File: src/rtl/fcc_pkg.sv
// ----------------------------------------------------------------------------
// fcc_pkg
// Shared types, constants and the single-bit division step for the
// fragment check value block.
// ----------------------------------------------------------------------------
package fcc_pkg;

  // Header layout
  localparam logic [3:0] HEADER_BYTES = 4'd9;
  localparam logic [3:0] CHECK_POS_HI = 4'd4;
  localparam logic [3:0] CHECK_POS_LO = 4'd5;
  localparam logic [3:0] FLAG_POS     = 4'd8;

  // Tail split over two stages: high part then low part
  localparam int TAIL_HI_BITS = 8;
  localparam int TAIL_LO_BITS = 7;

  localparam logic [15:0] GENERATOR_RESET = 16'hD175;

  // Configuration register indexes
  localparam int CFG_IDX_W = 2;
  localparam logic [CFG_IDX_W-1:0] CFG_CHECK_MODE = 2'd0;
  localparam logic [CFG_IDX_W-1:0] CFG_GENERATOR  = 2'd1;

  typedef struct packed {
    logic [7:0] data_byte;
    logic       last;
  } fcc_in_t;

  typedef struct packed {
    logic [14:0] remainder;
    logic        fragment_ok;
    logic [31:0] sequence_number;
    logic [7:0]  frame_flag;
    logic        too_short;
  } fcc_out_t;

  // Work handed from the byte stage to the tail pipeline
  typedef struct packed {
    logic [15:0] div;
    logic [14:0] tail;
    logic        short_frag;
    logic [31:0] seq;
    logic [7:0]  flag;
  } fcc_tail_job_t;

  // One step of the long division, MSB first
  function automatic logic [15:0] div_bit(input logic [15:0] div,
                                          input logic [15:0] gen,
                                          input logic        b);
    logic [15:0] shifted;
    shifted = {div[14:0], b};
    return shifted[15] ? (shifted ^ gen) : shifted;
  endfunction

endpackage

File: src/rtl/fcc_tail_pipe.sv
// ----------------------------------------------------------------------------
// fcc_tail_pipe
// Shifts the 15 tail bits into the division register over two stages and
// holds the finished result in the output register.
// ----------------------------------------------------------------------------
module fcc_tail_pipe (
  input  logic                   clk,
  input  logic                   rst_n,
  input  logic [15:0]            generator,
  input  logic                   job_valid,
  input  fcc_pkg::fcc_tail_job_t job,
  output logic                   job_free,
  output logic                   out_valid,
  input  logic                   out_stall,
  output fcc_pkg::fcc_out_t      out_data
);

  logic                   t1_v_r, t1_v_nxt;
  fcc_pkg::fcc_tail_job_t t1_r;
  logic                   t2_v_r, t2_v_nxt;
  fcc_pkg::fcc_tail_job_t t2_r, t2_nxt;
  logic                   o_v_r, o_v_nxt;
  fcc_pkg::fcc_out_t      o_r, o_nxt;
  logic                   out_free, t2_free, t1_free;

  // Ready chain, bubbles collapse
  assign out_free = !o_v_r || !out_stall;
  assign t2_free  = !t2_v_r || out_free;
  assign t1_free  = !t1_v_r || t2_free;
  assign job_free = t1_free;

  assign t1_v_nxt = t1_free ? job_valid : t1_v_r;
  assign t2_v_nxt = t2_free ? t1_v_r : t2_v_r;
  assign o_v_nxt  = out_free ? t2_v_r : o_v_r;

  // First tail stage: bits 14..7
  always_comb begin
    logic [15:0] d;
    d = t1_r.div;
    for (int i = 0; i < fcc_pkg::TAIL_HI_BITS; i++) begin
      d = fcc_pkg::div_bit(d, generator, t1_r.tail[14-i]);
    end
    t2_nxt     = t1_r;
    t2_nxt.div = d;
  end

  // Second tail stage: bits 6..0, then format the result
  always_comb begin
    logic [15:0] d;
    d = t2_r.div;
    for (int i = 0; i < fcc_pkg::TAIL_LO_BITS; i++) begin
      d = fcc_pkg::div_bit(d, generator, t2_r.tail[6-i]);
    end
    if (t2_r.short_frag) begin
      o_nxt           = '0;
      o_nxt.too_short = 1'b1;
    end else begin
      o_nxt.remainder       = d[14:0];
      o_nxt.fragment_ok     = (d == 16'd0);
      o_nxt.sequence_number = t2_r.seq;
      o_nxt.frame_flag      = t2_r.flag;
      o_nxt.too_short       = 1'b0;
    end
  end

  // Control
  always_ff @(posedge clk) begin
    if (!rst_n) begin
      t1_v_r <= 1'b0;
      t2_v_r <= 1'b0;
      o_v_r  <= 1'b0;
    end else begin
      t1_v_r <= t1_v_nxt;
      t2_v_r <= t2_v_nxt;
      o_v_r  <= o_v_nxt;
    end
  end

  // Payload
  always_ff @(posedge clk) begin
    if (t1_free) t1_r <= job;
    if (t2_free) t2_r <= t2_nxt;
    if (out_free) o_r <= o_nxt;
  end

  assign out_valid = o_v_r;
  assign out_data  = o_r;

endmodule

File: config.mk
export PLATFORM = sky130hd
export DESIGN_NAME = fcc_tail_pipe
export DESIGN_NICKNAME = d
export VERILOG_FILES = /design/src/rtl/fcc_pkg.sv /design/src/rtl/fcc_tail_pipe.sv
export SDC_FILE = /design/constraint.sdc
export NUM_CORES = 1
export LEC_CHECK = 0
export BUFFER_PORTS_ARGS = -buffer_cell sky130_fd_sc_hd__buf_2
export CAP_MARGIN = 20
export CORE_ASPECT_RATIO = 0.6
export CORE_MARGIN = 2
export CORE_UTILIZATION = 35
export CTS_BUF_LIST = sky130_fd_sc_hd__clkbuf_8 sky130_fd_sc_hd__clkbuf_16
export CTS_CLUSTER_SIZE = 10
export DETAILED_ROUTE_END_ITERATION = 10
export PLACE_DENSITY = 0.56
export SYNTH_ARGS = -nofsm -noshare
export SYNTH_HDL_FRONTEND = slang
export SYNTH_SLANG_ARGS = --single-unit
File: constraint.sdc
create_clock -name clk -period 12.3 [get_ports clk]
set_input_delay 2.46 -clock clk [delete_from_list [all_inputs] [get_ports clk]]
set_output_delay 2.46 -clock clk [all_outputs]
set_load 0.05 [all_outputs]
==> flow_summary.json <==
{
  "grt_max_degree": 72,
  "intPower_uw": 2210,
  "synth_area_um2": 10200,
  "cts.clk_slew.worst_paths_ns": 0.08,
  "grt_usage": 0.142,
  "final-hold-violation-count": 0,
  "grt_pass1_wl_um": 33400,
  "layout.nets": 1079,
  "wl_per_cell_um": 15.5,
  "endpoint_kind": "flop",
  "synthArstFlopShare": 0,
  "drive_gt1_frac": 0.210,
  "drt_iter0_markers": 314,
  "grt_pass1_vias": 5871,
  "vias": 6234,
  "cts_hold_buf": 0,
  "die_h_um": 136,
  "final_core_util": 0.412,
  "htreeDepth": 4,
  "synth_ff_type": "edfxtp_1",
  "synth_edf_count": 191,
  "cts_sinks": 194,
  "boundaryPins": 151,
  "setup_viol": 0,
  "total_power_uw": 3760,
  "power.switching_uw": 1560,
  "drt_pass1_iterations": 5,
  "yosysSeqAreaShare": 0.570,
  "cts_setup_buffers": 0,
  "post-route-drc-count": 0,
  "holdWs_ns": 0.414,
  "seqPwrFrac": 0.245,
  "arrival_ns": 7.11,
  "vias_per_cell": 4.53,
  "final_cell_mix": "nand2_1 (197), edfxtp_1 (191), xnor2_1 (174), buf_2 (149), nor2b_1 (51)",
  "tritoncts.num_buffers": 17,
  "cts_resized": 0,
  "switching_share": 0.414,
  "p_leak_uw": 0.00465,
  "yosysUniqueCellTypes": 64,
  "crit_type": "primary input to flop",
  "coreArea_um2": 28600,
  "port_buffers": 149,
  "max_slew_margin": 0.320,
  "synthCells": 870,
  "ff2ff_setup_slack_ns": 7.25,
  "power_density_nw_per_um2": 319,
  "cp.required_ns": 12.60,
  "slew_violations": 0,
  "max_freq_ghz": 0.147,
  "tightest_slew_ns": 1.01,
  "area_growth_pct": 16.0,
  "finClkSkew_ns": 0.0123,
  "peakVddDrop_v": 0.000216,
  "syn-num-nets": 962,
  "power_frac_clock": 0.150,
  "dieArea_um2": 30500,
  "antenna_found_initial": 2,
  "finalInstanceArea_um2": 11800,
  "cts_tree": "done",
  "grt_setup_unrepaired": "false",
  "initial_utilization": 0.355,
  "min_path_type": "flop to flop",
  "p_comb_frac": 0.606,
  "grt-ovfl-total": 0,
  "min_period_ns": 6.80,
  "tns_ns": 0,
  "clk_latency_ns": 0.44,
  "avgSynthCellArea_um2": 11.7,
  "ys_ff_latch": 194,
  "period_share": 0.553,
  "post-dp-hpwl_um": 14900,
  "layout_commonest_cell": "nand2_1",
  "die_w_um": 224,
  "yosysWarnings": 0,
  "num_rows": 48,
  "startpoint_type": "primary input",
  "outcome": "complete, no violations",
  "maxCapViolations": 0,
  "root_buffer": "clkbuf_16",
  "path_max_fanout": 45,
  "place_area_um2": 11200,
  "place_congestion": 0.803,
  "clk_path_buf_depth": 2,
  "drtAntennaViolNets": 0,
  "wirelength_um": 21300
}
[per-layer routing]
layer,vias to the layer above,wire [um],GRT usage
li1,3173,-,-
met3,12,840,0.0316
met4,0,167,0.0348
met5,-,0,0
met1,2933,11300,0.216
met2,116,9030,0.202
[cells by family after synthesis]
| logic type | synth area share |
|---|---|
| AO/OA/AOI/OAI | 0.0509 |
| XOR/XNOR | 0.197 |
| buffers and inverters | 0.0289 |
| flip-flops | 0.570 |
| multiplexers | 0.00295 |
| AND/OR/NAND/NOR | 0.150 |
[critical path, cell delays in order]
cell     delay [ns]
buf_2          0.60
nand2_2        0.29
o211a_2        0.38
xnor2_1        0.20
buf_4          0.25
nand2_1        0.09
xnor2_1        0.83
nand2_1        0.13
xnor3_1        0.44
and3_1         0.21
o211a_1        0.22
or4b_1         0.52
nor4_2         0.23
and4b_1        0.23
[synth_stat cells, types with 2 or more instances]
| master | instances | area share |
|---|---|---|
| nand2_1 | 199 | 0.073 |
| edfxtp_1 | 191 | 0.56 |
| xnor2_1 | 174 | 0.15 |
| nor2b_1 | 51 | 0.031 |
| clkbuf_1 | 45 | 0.017 |
| xor2_1 | 29 | 0.025 |
| a21oi_1 | 15 | 0.0074 |
| o21ai_0 | 14 | 0.0069 |
| nor2_1 | 12 | 0.0044 |
| a32oi_1 | 8 | 0.0069 |
| and2_1 | 7 | 0.0043 |
| buf_2 | 7 | 0.0034 |
| nand2b_1 | 7 | 0.0043 |
| xnor3_1 | 7 | 0.016 |
| a211oi_1 | 6 | 0.0044 |
| and3_1 | 5 | 0.0031 |
| buf_1 | 5 | 0.0018 |
| inv_1 | 5 | 0.0018 |
| nand3_1 | 5 | 0.0025 |
| nand3b_1 | 5 | 0.0037 |
| buf_6 | 4 | 0.0044 |
| nand4_1 | 4 | 0.0025 |
| and3b_1 | 3 | 0.0026 |
| dfxtp_1 | 3 | 0.0059 |
| mux2i_1 | 3 | 0.0030 |
| nor3_1 | 3 | 0.0015 |
| nor3b_1 | 3 | 0.0022 |
| or3_1 | 3 | 0.0018 |
| a211o_1 | 2 | 0.0017 |
| a21boi_0 | 2 | 0.0015 |
| a2bb2oi_1 | 2 | 0.0017 |
| nand2_2 | 2 | 0.0012 |
| nor4b_1 | 2 | 0.0017 |
| o211a_1 | 2 | 0.0020 |
| o211ai_1 | 2 | 0.0015 |
| o21a_1 | 2 | 0.0015 |
| o2bb2ai_1 | 2 | 0.0017 |
| or2_2 | 2 | 0.0012 |
| xnor2_2 | 2 | 0.0032 |
[worst paths after layout]
path	start	to	cells after the start
setup / recovery	generator[14]	out_data[41]	14
hold / removal	t1_r[37]	t2_r[37]	0
hold reg to reg	t1_r[37]	t2_r[37]	0
setup reg to reg	t2_r[69]	out_data[41]	13
[sequential cells by signal, summed over array words and instances (netlist names)]
signal / flops
out_valid: 1
out_data: 57
t1_v_r: 1
t2_r: 63
t2_v_r: 1
t1_r: 71
[power groups by stage]
stage                     Clock, uW  Combinational [uW]  Sequential (uW)
after floorplan                   0                1810             1020
after global placement            0                2220              935
after detailed placement          0                2250              936
after CTS                       580                2260              921
after global routing            601                2500              930
final                           563                2280              921
[area by class of cell]
cell class,count,area [um^2]
fill,2678,16800
sequential,194,5800
multi-input combinational,609,4090
timing repair buffer,160,828
tap,375,469
clock buffer,17,425
clock inverter,14,170
inverter,5,18.8
antenna,1,2.50
[per-stage QoR]
step                std cells  setup WS (ns)
global placement         1340           4.85
finish                   1375           5.50
global route             1375           5.06
detailed placement       1340           4.76
floorplan                 870           5.36
CTS                      1371           5.22
Note: power is estimated with default switching activity, not from simulation.
